===== config.mk =====
export PLATFORM = sky130hd
export DESIGN_NAME = key_matrix_scan_debounce
export DESIGN_NICKNAME = d
export VERILOG_FILES = /design/src/rtl/kms_pkg.sv /design/src/rtl/kms_matrix.sv /design/src/rtl/kms_result.sv /design/src/rtl/key_matrix_scan_debounce.sv
export SDC_FILE = /design/constraint.sdc
export NUM_CORES = 1
export LEC_CHECK = 0
export BUFFER_PORTS_ARGS = -buffer_cell sky130_fd_sc_hd__buf_4
export CORE_MARGIN = 1.5
export CORE_UTILIZATION = 50
export DETAILED_ROUTE_END_ITERATION = 8
export HOLD_SLACK_MARGIN = 0.02
export PLACE_DENSITY = 0.7
export RECOVER_POWER = 50
export SYNTH_ARGS = -nofsm -noshare
export SYNTH_HDL_FRONTEND = slang
export SYNTH_SLANG_ARGS = --single-unit

===== constraint.sdc =====
create_clock -name aclk -period 11.7 [get_ports aclk]
set_input_delay 1.17 -clock aclk [delete_from_list [all_inputs] [get_ports aclk]]
set_output_delay 1.17 -clock aclk [all_outputs]
set_load 0.02 [all_outputs]

===== src/rtl/kms_pkg.sv =====
package kms_pkg;

    localparam int ROW_COUNT    = 8;
    localparam int COLUMN_COUNT = 19;

    localparam int COL_IDX_W  = 5;
    localparam int ROW_BITS_W = 8;
    localparam int QROW_W     = 3;
    localparam int PASS_W     = 8;
    localparam int KCOUNT_W   = 8;

    localparam logic [PASS_W-1:0] PASS_RESET = 8'd5;

    localparam int CNT_W  = $clog2(ROW_COUNT * COLUMN_COUNT + 1);
    localparam int ROWC_W = $clog2(ROW_COUNT + 1);

    typedef logic [COLUMN_COUNT-1:0] row_t;
    typedef row_t [ROW_COUNT-1:0] matrix_t;

    typedef struct packed {
        logic             settled;
        logic             updated;
        logic [CNT_W-1:0] count;
    } status_t;

endpackage


===== src/rtl/kms_matrix.sv =====
module kms_matrix (
    input  logic                           aclk,
    input  logic                           aresetn,
    input  logic                           cfg_wr_en,
    input  logic [kms_pkg::PASS_W-1:0]     cfg_wr_data,
    input  logic                           step_en,
    input  logic [kms_pkg::COL_IDX_W-1:0]  scan_column,
    input  logic [kms_pkg::ROW_BITS_W-1:0] row_bits,
    input  logic                           end_of_scan,
    output kms_pkg::matrix_t               stable_next,
    output kms_pkg::status_t               status
);

    kms_pkg::matrix_t                raw_reg;
    kms_pkg::matrix_t                raw_next;
    kms_pkg::matrix_t                stable_reg;
    logic [kms_pkg::CNT_W-1:0]       raw_count_reg;
    logic [kms_pkg::CNT_W-1:0]       raw_count_next;
    logic [kms_pkg::CNT_W-1:0]       stable_count_reg;
    logic [kms_pkg::CNT_W-1:0]       stable_count_next;
    logic [kms_pkg::PASS_W-1:0]      passes_reg;
    logic [kms_pkg::PASS_W-1:0]      cnt_reg;
    logic [kms_pkg::PASS_W-1:0]      cnt_next;
    logic [kms_pkg::PASS_W-1:0]      cnt_load;
    kms_pkg::row_t                   col_mask;
    logic [kms_pkg::ROW_COUNT+kms_pkg::ROW_BITS_W-1:0] rows_ext;
    logic [kms_pkg::ROWC_W-1:0]      set_n;
    logic [kms_pkg::ROWC_W-1:0]      clr_n;
    logic                            any_change;
    logic                            updated;
    logic                            prev;
    logic                            cur;

    // column compare against the raw matrix
    always_comb begin
        col_mask = '0;
        if (32'(scan_column) < kms_pkg::COLUMN_COUNT) begin
            col_mask = kms_pkg::row_t'(1) << scan_column;
        end
        rows_ext   = {kms_pkg::ROW_COUNT'(0), row_bits};
        raw_next   = raw_reg;
        any_change = 1'b0;
        set_n      = '0;
        clr_n      = '0;
        prev       = 1'b0;
        cur        = 1'b0;
        for (int r = 0; r < kms_pkg::ROW_COUNT; r++) begin
            prev = |(raw_reg[r] & col_mask);
            cur  = rows_ext[r] & (|col_mask);
            if (cur != prev) begin
                raw_next[r] = raw_reg[r] ^ col_mask;
                any_change  = 1'b1;
                if (cur) begin
                    set_n = set_n + kms_pkg::ROWC_W'(1);
                end else begin
                    clr_n = clr_n + kms_pkg::ROWC_W'(1);
                end
            end
        end
        raw_count_next = raw_count_reg + kms_pkg::CNT_W'(set_n) - kms_pkg::CNT_W'(clr_n);
    end

    // debounce counter and copy
    always_comb begin
        cnt_load = any_change ? passes_reg : cnt_reg;
        cnt_next = cnt_load;
        updated  = 1'b0;
        if (end_of_scan && (cnt_load != '0)) begin
            cnt_next = cnt_load - kms_pkg::PASS_W'(1);
            updated  = (cnt_load == kms_pkg::PASS_W'(1));
        end
        stable_next       = updated ? raw_next : stable_reg;
        stable_count_next = updated ? raw_count_next : stable_count_reg;
    end

    assign status.settled = (cnt_next == '0);
    assign status.updated = updated;
    assign status.count   = stable_count_next;

    always_ff @(posedge aclk) begin
        if (!aresetn) begin
            raw_reg          <= '0;
            stable_reg       <= '0;
            raw_count_reg    <= '0;
            stable_count_reg <= '0;
            passes_reg       <= kms_pkg::PASS_RESET;
            cnt_reg          <= kms_pkg::PASS_RESET;
        end else begin
            if (cfg_wr_en) begin
                passes_reg <= cfg_wr_data;
            end
            if (step_en) begin
                raw_reg          <= raw_next;
                stable_reg       <= stable_next;
                raw_count_reg    <= raw_count_next;
                stable_count_reg <= stable_count_next;
                cnt_reg          <= cnt_next;
            end
        end
    end

endmodule


===== src/rtl/kms_result.sv =====
module kms_result (
    input  logic                           aclk,
    input  logic                           aresetn,
    input  logic                           s_valid,
    output logic                           s_ready,
    output logic                           step_en,
    input  logic [kms_pkg::QROW_W-1:0]     query_row,
    input  logic [kms_pkg::COL_IDX_W-1:0]  query_column,
    input  kms_pkg::matrix_t               stable_next,
    input  kms_pkg::status_t               status,
    output logic                           m_valid,
    input  logic                           m_ready,
    output kms_pkg::row_t                  m_stable_row,
    output logic                           m_key_on,
    output logic                           m_settled,
    output logic [kms_pkg::KCOUNT_W-1:0]   m_key_count,
    output logic                           m_matrix_updated
);

    logic                           m_valid_reg;
    kms_pkg::row_t                  row_reg;
    kms_pkg::row_t                  row_next;
    logic                           key_reg;
    logic                           key_next;
    logic                           settled_reg;
    logic                           updated_reg;
    logic [kms_pkg::KCOUNT_W-1:0]   count_reg;
    logic [kms_pkg::KCOUNT_W-1:0]   count_next;

    assign s_ready = !m_valid_reg || m_ready;
    assign step_en = s_valid && s_ready;

    // row select, key pick and saturated count
    always_comb begin
        row_next = '0;
        for (int r = 0; r < kms_pkg::ROW_COUNT; r++) begin
            if (32'(query_row) == r) begin
                row_next = stable_next[r];
            end
        end
        key_next = 1'b0;
        if (32'(query_column) < kms_pkg::COLUMN_COUNT) begin
            key_next = row_next[query_column];
        end
        if (32'(status.count) > 32'd255) begin
            count_next = kms_pkg::KCOUNT_W'(255);
        end else begin
            count_next = kms_pkg::KCOUNT_W'(status.count);
        end
    end

    always_ff @(posedge aclk) begin
        if (!aresetn) begin
            m_valid_reg <= 1'b0;
        end else if (s_ready) begin
            m_valid_reg <= s_valid;
        end
    end

    always_ff @(posedge aclk) begin
        if (step_en) begin
            row_reg     <= row_next;
            key_reg     <= key_next;
            settled_reg <= status.settled;
            updated_reg <= status.updated;
            count_reg   <= count_next;
        end
    end

    assign m_valid          = m_valid_reg;
    assign m_stable_row     = row_reg;
    assign m_key_on         = key_reg;
    assign m_settled        = settled_reg;
    assign m_key_count      = count_reg;
    assign m_matrix_updated = updated_reg;

endmodule


===== src/rtl/key_matrix_scan_debounce.sv =====
// keyboard matrix scan with a shared debounce counter
// s_ channel: one item per scanned column (row bits, end of pass flag) plus a
// query of one row and key of the stable matrix; valid/ready handshake
// m_ channel: one result item per input item, valid/ready handshake
// cfg_wr_en/cfg_wr_data write the debounce pass count at any idle edge;
// the write does not reload the running counter
// the result is registered and appears in the cycle after the item is accepted
// throughput: one item per cycle while results are taken; the matrix update, counter and query are one
// registered step, the key count is kept incrementally alongside the matrices
// a stalled result is held in the output register and s_ready drops until it
// is taken; while the output is empty or being taken s_ready stays high
// reset (aresetn low, synchronous): raw and stable matrices clear, the pass
// count and the counter return to 5, no result is pending
module key_matrix_scan_debounce (
    input  logic                           aclk,
    input  logic                           aresetn,
    input  logic                           cfg_wr_en,
    input  logic [kms_pkg::PASS_W-1:0]     cfg_wr_data,
    input  logic                           s_valid,
    output logic                           s_ready,
    input  logic [kms_pkg::COL_IDX_W-1:0]  s_scan_column,
    input  logic [kms_pkg::ROW_BITS_W-1:0] s_row_bits,
    input  logic                           s_end_of_scan,
    input  logic [kms_pkg::QROW_W-1:0]     s_query_row,
    input  logic [kms_pkg::COL_IDX_W-1:0]  s_query_column,
    output logic                           m_valid,
    input  logic                           m_ready,
    output kms_pkg::row_t                  m_stable_row,
    output logic                           m_key_on,
    output logic                           m_settled,
    output logic [kms_pkg::KCOUNT_W-1:0]   m_key_count,
    output logic                           m_matrix_updated
);

    logic             step_en;
    kms_pkg::matrix_t stable_next;
    kms_pkg::status_t status;

    kms_matrix u_matrix (
        .aclk        (aclk),
        .aresetn     (aresetn),
        .cfg_wr_en   (cfg_wr_en),
        .cfg_wr_data (cfg_wr_data),
        .step_en     (step_en),
        .scan_column (s_scan_column),
        .row_bits    (s_row_bits),
        .end_of_scan (s_end_of_scan),
        .stable_next (stable_next),
        .status      (status)
    );

    kms_result u_result (
        .aclk             (aclk),
        .aresetn          (aresetn),
        .s_valid          (s_valid),
        .s_ready          (s_ready),
        .step_en          (step_en),
        .query_row        (s_query_row),
        .query_column     (s_query_column),
        .stable_next      (stable_next),
        .status           (status),
        .m_valid          (m_valid),
        .m_ready          (m_ready),
        .m_stable_row     (m_stable_row),
        .m_key_on         (m_key_on),
        .m_settled        (m_settled),
        .m_key_count      (m_key_count),
        .m_matrix_updated (m_matrix_updated)
    );

    a_ready_when_empty: assert property (
        @(posedge aclk) disable iff (!aresetn) !m_valid |-> s_ready
    ) else $error("input stalled with empty output register");

    a_stall_blocks_input: assert property (
        @(posedge aclk) disable iff (!aresetn) (m_valid && !m_ready) |-> !s_ready
    ) else $error("item taken while result stalled");

    a_update_settles: assert property (
        @(posedge aclk) disable iff (!aresetn) (m_valid && m_matrix_updated) |-> m_settled
    ) else $error("matrix copied without settled counter");

    a_count_bound: assert property (
        @(posedge aclk) disable iff (!aresetn)
        m_valid |-> (32'(m_key_count) <= kms_pkg::ROW_COUNT * kms_pkg::COLUMN_COUNT)
    ) else $error("key count beyond matrix size");

endmodule

==> summary.md, run 1 <==
| Metric | Value |
|---|---|
| Final Total Pwr | `0.003197 W` |
| R2r endpoint | `u_result.m_key_on$_SDFFCE_PP0P_` |
| DRC viols | `0` |
| Final WS setup | `1.836 ns` |
| Critical path arrival | `10.33 ns` |
| Layout cells sized above 1 | `8.840%` |
| CP endpoint kind | `flip-flop` |
| Final Non-Filler Cells | `3,266` |
| RSZ-0062 raised after global routing | `no` |
| Setup crit end | `u_matrix.raw_reg[78]$_SDFFE_PN0P_` |
| Failing checks | `capacitance limit, slew limit` |
| Vias in the first global route | `18,423` |
| P_sw | `0.0009486 W` |
| TNS Setup | `0 ns` |
| Min Tclk post-route | `9.864 ns` |
| Via count | `20,789` |
| Final net count | `2,743` |
| Worst Clk Skew | `0.02164 ns` |
| Worst EP required | `12.17 ns` |
| R2R Setup Slk | `3.38 ns` |
| Worst r2r path cells | `22` |
| Drt via density | `6.365` |
| Worst Setup SP | `aresetn` |
| GRT overflow | `0` |
| Most used cell, CP | `clkbuf_1` |
| Initial Utilization | `50.65%` |
| H-tree depth | `2` |
| Tcrit/Tclk final | `84.31%` |
| Die Span Y | `211.7 um` |
| PostCTS Resize Cnt | `0` |
| DP Wirelength | `56.73 mm` |
| Worst-Margin Slew | `5.742 ns` |
| Worst path cell trace | `clkbuf_1 -> clkinvlp_2 -> clkbuf_1 -> clkbuf_2 -> a21oi_1` |
| Clock network fraction of total power | `41.6%` |
| DR WL/cell | `24.46 um` |
| Cell Area, Placed | `22,470 um2` |
| Maxcap violations | `5` |
| Int Pwr | `0.002248 W` |
| Io pins | `67` |
| HP Class | `reg2reg` |
| Seq/Total Area, Yosys | `35.13%` |
| Mapped Area | `21,770 um2` |
| Inserted Clock Buffers | `43` |
| Worst VDD drop | `0.0001198 V` |
| Largest net degree at the start of global routing | `155` |
| IO buf count | `66` |
| Clock root buffer | `clkbuf_16` |
| Worst-path maximum fanout | `154` |
| Syn_nets | `2,804` |
| Synthesized instance count | `2,710` |
| DR pass1 iterations | `6` |
| Synth top area cells | `dfxtp_1 (31%), nand2_1 (7.5%), a21oi_1 (6.6%)` |
| Sw frac | `29.67%` |
| Layout fillers | `4,030` |
| Synth unique cells | `98` |
| Antenna Nets Post-Route | `0` |
| P_leak | `8.481 nW` |
| Antenna cell count | `0` |
| Final setup vio count | `0` |
| Hold buffer count at cts | `0` |
| Synth-to-layout area growth | `8.782%` |
| Final instance area | `23,680 um2` |
| Comb pwr share | `17.1%` |
| 1st-iter DRT viols | `3,286` |
| Peak Freq | `0.1014 GHz` |
| Status | `complete, but fails checks` |
| Sequential share of power | `41.2%` |
| Reg-to-Reg Start | `u_matrix.raw_reg[17]$_SDFFE_PN0P_` |
| Syn avg cell area | `8.034 um2` |
| Placement Setup Slack | `1.812 ns` |
| DIE AREA | `44,800 um2` |
| Share of the synthesized area in the top cell type | `30.99%` |
| Final hold violation count | `0` |
| First-pass GRT wire length | `117.6 mm` |
| #FFs+latches synth | `367` |
| CP Class | `in2reg` |
| Post-synth EDFFs | `30` |
| Slowest stage delay, CP | `4.20 ns` |
| Core area | `42,980 um2` |
| Clock Latency Late Sink | `0.58 ns` |
| Slew HR | `-282.8%` |
| CTS tree | `built` |
| Clock sink count | `367` |
| Post-CTS Setup Repair Bufs | `0` |
| Row cnt | `76` |
| Startpoint Class | `input pin` |
| Dominant cell type by area after synthesis | `dfxtp_1` |
| Chip Width | `211.7 um` |
| Main flop type after synthesis | `dfxtp_1` |
| Final WL | `79.88 mm` |
| GPL Wtd Cong | `1.016` |
| Async SR Flop Fraction | `0%` |
| Slowest cell on the critical path | `clkinvlp_2` |
| PwrDens | `135.0 nW/um2` |
| GRT Total Usage | `35.12%` |
| Synth Warn # | `0` |
| Placed cells | `3,189` |
| Clk slew on worst S/H paths | `0.06 ns` |
| Bufs on Longest Clock Path | `3` |
| Fin. max-slew vios | `412` |
| Initial antenna violation count | `0` |
[synth_stat cells, types with 7 or more instances]
cell type,count
edfxtp_1,30
mux2_2,24
buf_4,7
mux4_2,36
nand2b_1,15
nor2b_1,10
nor2_1,281
buf_2,28
nor3_1,45
buf_1,11
a22oi_1,19
xnor2_1,100
buf_6,7
a31oi_1,12
nand4_1,14
ha_1,55
clkbuf_1,148
o21ai_0,163
o211ai_1,17
and3_1,12
nand2_1,434
xor2_1,79
a221o_1,7
o22ai_1,11
dfxtp_1,337
nor4_1,10
a221oi_1,7
o221ai_1,8
or3_1,111
nand3_1,36
a211oi_1,59
inv_1,49
and2_1,11
or2_2,11
nand3b_1,7
mux2i_1,71
o32ai_1,7
o31ai_1,10
a21oi_1,288
[area by class of cell]
cell class                 count  area (um2)  area share [%]
clock inverter                17       162.7          0.6868
multi-input combinational   2091       13150           55.51
clock buffer                  60        1201           5.072
timing repair buffer          95       600.6           2.536
sequential                   367        7647           32.29
tap                          585       732.0           3.091
inverter                      51       192.7          0.8136
[kinds of logic after synthesis]
kind of cell,count (synthesis),share of synthesized area [%]
simple gates,1038,21.71
compound gates,675,18.74
buf+inv,252,4.868
flops,367,35.13
mux,134,8.402
fa+ha+maj,60,3.575
xor+xnor,184,7.575
[power by group through the flow]
stage / registers (W) / logic [W] / clock network (W)
6_report: 0.00132 / 0.000548 / 0.00133
5_1_grt: 0.00132 / 0.000592 / 0.00139
4_1_cts: 0.00132 / 0.000546 / 0.00134
3_5_place_dp: 0.00134 / 0.000543 / 0
3_3_place_gp: 0.00134 / 0.000532 / 0
2_1_floorplan: 0.00135 / 0.000378 / 0
[placed cells by master (no fill, tap or decap), drive strengths merged, types with 13 or more instances in the layout]
cell	instances
o21ai	166
xnor2	104
ha	55
dfxtp	337
nand3	37
a21oi	289
or3	111
buf	57
a211oi	60
mux4	36
inv	52
nand4	15
nor2	283
mux2	27
o211ai	17
edfxtp	30
and3	13
mux2i	71
nor3	51
xor2	80
nand2	437
a22oi	19
clkbuf	98
nand2b	15
[layer usage]
metal  global-route usage, %  share of wire, %  vias up
met1                   50.81                42    10022
met3                   7.462                12      146
li1                        -                 -     9414
met4                   11.26               3.2        0
met5                       0                 0        -
met2                   51.89                43     1207
[critical path: cells and delay by family]
| family | cells | cell delay, ns |
|---|---|---|
| buffers and inverters | 4 | 8.53 |
| AO/OA/AOI/OAI | 1 | 0.41 |
[per-stage QoR]
stage / util, % / hold WS (ns)
finish: 55.10 / 0.4505
global route: 55.10 / 0.4659
CTS: 55.44 / 0.4505
detailed placement: 52.27 / 0.4441
global placement: 52.27 / 0.4345
floorplan: - / 0.4289
[worst min path at each step]
stage | endpoint | startpoint | cells after the start | slack, ns
5_1_grt | u_matrix.stable_reg[102]$_SDFFE_PN0P_ | u_matrix.stable_reg[102]$_SDFFE_PN0P_ | 2 | 0.47
3_5_place_dp | u_matrix.stable_reg[8]$_SDFFE_PN0P_ | u_matrix.stable_reg[8]$_SDFFE_PN0P_ | 2 | 0.44
6_report | u_matrix.stable_reg[20]$_SDFFE_PN0P_ | u_matrix.stable_reg[20]$_SDFFE_PN0P_ | 2 | 0.45
4_1_cts | u_matrix.stable_reg[40]$_SDFFE_PN0P_ | u_matrix.stable_reg[40]$_SDFFE_PN0P_ | 2 | 0.45
2_1_floorplan | u_matrix.stable_reg[150]$_SDFFE_PN0P_ | u_matrix.stable_reg[150]$_SDFFE_PN0P_ | 2 | 0.43
3_3_place_gp | u_matrix.stable_reg[29]$_SDFFE_PN0P_ | u_matrix.stable_reg[29]$_SDFFE_PN0P_ | 2 | 0.43
Power figures use the tool's default switching activity.
==> run 2, diff against run 1 <==
PLACE_DENSITY = 0.73   (was 0.7)
clock period = 9 ns   (was 11.7 ns; I/O delays follow)
==> run 2 against run 1 <==
  * The flow still finishes with violations (capacitance limit, slew limit)
  * Global-route usage shrank 0.12 points
  * Utilization grew 1.0 points
  * Non-clock buffer count grew 48
  * Wire length shrank 0.23%
  * Register-to-register slack lost 2.4 ns
  * Clock power grew 37%
  * Sequential power grew 30%
  * Die area is the same
  * Sequential cell count is the same
  * Critical path type unchanged
  * Critical endpoint is now u_result.m_key_on$_SDFFCE_PP0P_
  * Largest power group unchanged
==> summary.md, run 2 (synthesized netlist as in run 1, its figures left out) <==
| Metric | Value |
|---|---|
| Final net count | `2,790` |
| Status | `complete, but fails checks` |
| Commonest non-fill, non-tap cell in the layout | `nand2_1` |
| Core area | `42,980 um2` |
| Hold_ws | `0.4469 ns` |
| IO buf count | `66` |
| Drt via density | `6.330` |
| DR pass1 iterations | `7` |
| Final WL | `79.70 mm` |
| Layout fillers | `3,931` |
| Antenna Nets Post-Route | `0` |
| Worst r2r path cells | `18` |
| P_leak | `8.733 nW` |
| CTS tree | `built` |
| Chip Width | `211.7 um` |
| Via count | `20,991` |
| Clock sink count | `367` |
| First-pass GRT wire length | `117.5 mm` |
| Synth-to-layout area growth | `10.76%` |
| Row cnt | `76` |
| Vias in the first global route | `18,792` |
| Placement Setup Slack | `0.1012 ns` |
| 1st-iter DRT viols | `3,276` |
| Slowest stage delay, CP | `1.91 ns` |
| Worst Clk Skew | `0.01754 ns` |
| Clk slew on worst S/H paths | `0.06 ns` |
| HP Class | `reg2reg` |
| Maxcap violations | `6` |
| Final WS setup | `0.2491 ns` |
| Slew HR | `-87.22%` |
| CP endpoint kind | `flip-flop` |
| PostCTS Resize Cnt | `0` |
| Tcrit/Tclk final | `97.23%` |
| Critical path arrival | `9.07 ns` |
| Startpoint Class | `input pin` |
| Final hold violation count | `0` |
| Io pins | `67` |
| Bufs on Longest Clock Path | `3` |
| Most frequent cells in the layout | `nand2_1 (434), dfxtp_1 (337), a21oi_1 (288), nor2_1 (280), o21ai_0 (163)` |
| Worst VDD drop | `0.0001202 V` |
| Final setup vio count | `0` |
| DP Wirelength | `56.91 mm` |
| Worst EP required | `9.32 ns` |
| GPL Wtd Cong | `0.9870` |
| DR WL/cell | `24.03 um` |
| Worst-Margin Slew | `2.808 ns` |
| Fin. max-slew vios | `245` |
| Worst-path maximum fanout | `47` |
| R2r endpoint | `u_result.m_key_on$_SDFFCE_PP0P_` |
| Layout cells sized above 1 | `9.930%` |
| Initial Utilization | `50.65%` |
| Setup crit end | `u_result.m_key_on$_SDFFCE_PP0P_` |
| Crit-path leading delay family | `buffers and inverters` |
| DRC viols | `0` |
| Slowest cell on the critical path | `clkbuf_1` |
| Post-CTS Setup Repair Bufs | `0` |
| Reg-to-Reg Start | `u_matrix.raw_reg[74]$_SDFFE_PN0P_` |
| Hold buffer count at cts | `0` |
| Hold Startpoint | `u_matrix.stable_reg[147]$_SDFFE_PN0P_` |
| Worst path cell trace | `buf_4 -> nor2_1 -> and3_1 -> buf_4 -> ha_1 -> nor4_1 -> clkbuf_1 -> o31ai_1 -> a21oi_1 -> nand3_1 -> xor2_4 -> clkbuf_1 -> nand4_1 -> nor3_4 -> nor2_4 -> inv_2 -> buf_12 -> mux4_2 -> nand2_1 -> a41oi_1 -> o22a_1 -> a311o_1` |
| Peak Freq | `0.1143 GHz` |
| GRT overflow | `0` |
| R2R Setup Slk | `1.01 ns` |
| PwrDens | `176.3 nW/um2` |
| Largest net degree at the start of global routing | `195` |
| DIE AREA | `44,800 um2` |
| H-tree depth | `2` |
| Min Tclk post-route | `8.751 ns` |
| Critical Path Stages | `22` |
| RSZ-0062 raised after global routing | `no` |
| Initial antenna violation count | `1` |
| Failing checks | `capacitance limit, slew limit` |
| Inserted Clock Buffers | `42` |
| Clock root buffer | `clkbuf_16` |
| Clock Latency Late Sink | `0.58 ns` |
| Critical path buffers and inverters | `6` |
| GRT Total Usage | `35.01%` |
| Die Span Y | `211.7 um` |
| CP Class | `in2reg` |
| TNS Setup | `0 ns` |
| Worst Setup SP | `s_scan_column[3]` |
==> run 2: power by group <==
group / internal (W) / total [W] / switching, W
clock: 0.00110 / 0.00182 / 0.000721
sequential: 0.00169 / 0.00171 / 0.0000247
combinational: 0.000250 / 0.000715 / 0.000465
==> run 2: routing by layer <==
layer / wire (um) / vias up / track usage [%]
met2: 34220 / 1220 / 52.04
met3: 9489 / 176 / 8.382
li1: - / 9500 / -
met1: 33180 / 10095 / 49.68
met5: 0 / - / 0
met4: 2811 / 0 / 11.45
==> run 2: layout make-up <==
type                       count  area [um2]  share of cell area, %
inverter                      51       198.9                 0.8250
timing repair buffer         143       954.7                  3.959
clock inverter                17       222.7                 0.9236
clock buffer                  60        1240                  5.142
antenna                        2       5.005                0.02076
tap                          585       732.0                  3.035
multi-input combinational   2091       13110                  54.38
sequential                   367        7647                  31.71
==> run 2: how the worst min path moves through the flow <==
stage	slack, ns	cells past startpoint	end
floorplan	0.43	2	u_matrix.stable_reg[150]$_SDFFE_PN0P_
global placement	0.43	2	u_matrix.stable_reg[20]$_SDFFE_PN0P_
detailed placement	0.44	2	u_matrix.stable_reg[29]$_SDFFE_PN0P_
CTS	0.45	2	u_matrix.stable_reg[120]$_SDFFE_PN0P_
global route	0.47	2	u_matrix.stable_count_reg[1]$_SDFFE_PN0P_
finish	0.45	2	u_matrix.stable_reg[147]$_SDFFE_PN0P_
==> run 2: through the flow <==
step	area [um2]	power, W	cells	util (%)
after floorplan	21770	0.002246	2710	-
after global placement	22850	0.002429	3237	53.16
after detailed placement	22850	0.002452	3237	53.16
after CTS	24310	0.004255	3314	56.57
after global routing	24110	0.004383	3314	56.09
final	24110	0.004252	3316	56.10
==> run 2: worst register-to-register path: cells and delay by family (launching register included) <==
family | cells | cell delay [ns]
adder cells (fa/ha/maj) | 1 | 0.19
flip-flops | 1 | 0.33
XOR/XNOR | 1 | 0.28
multiplexers | 1 | 0.40
AO/OA/AOI/OAI | 5 | 1.55
buffers and inverters | 4 | 2.74
AND/OR/NAND/NOR | 6 | 2.26
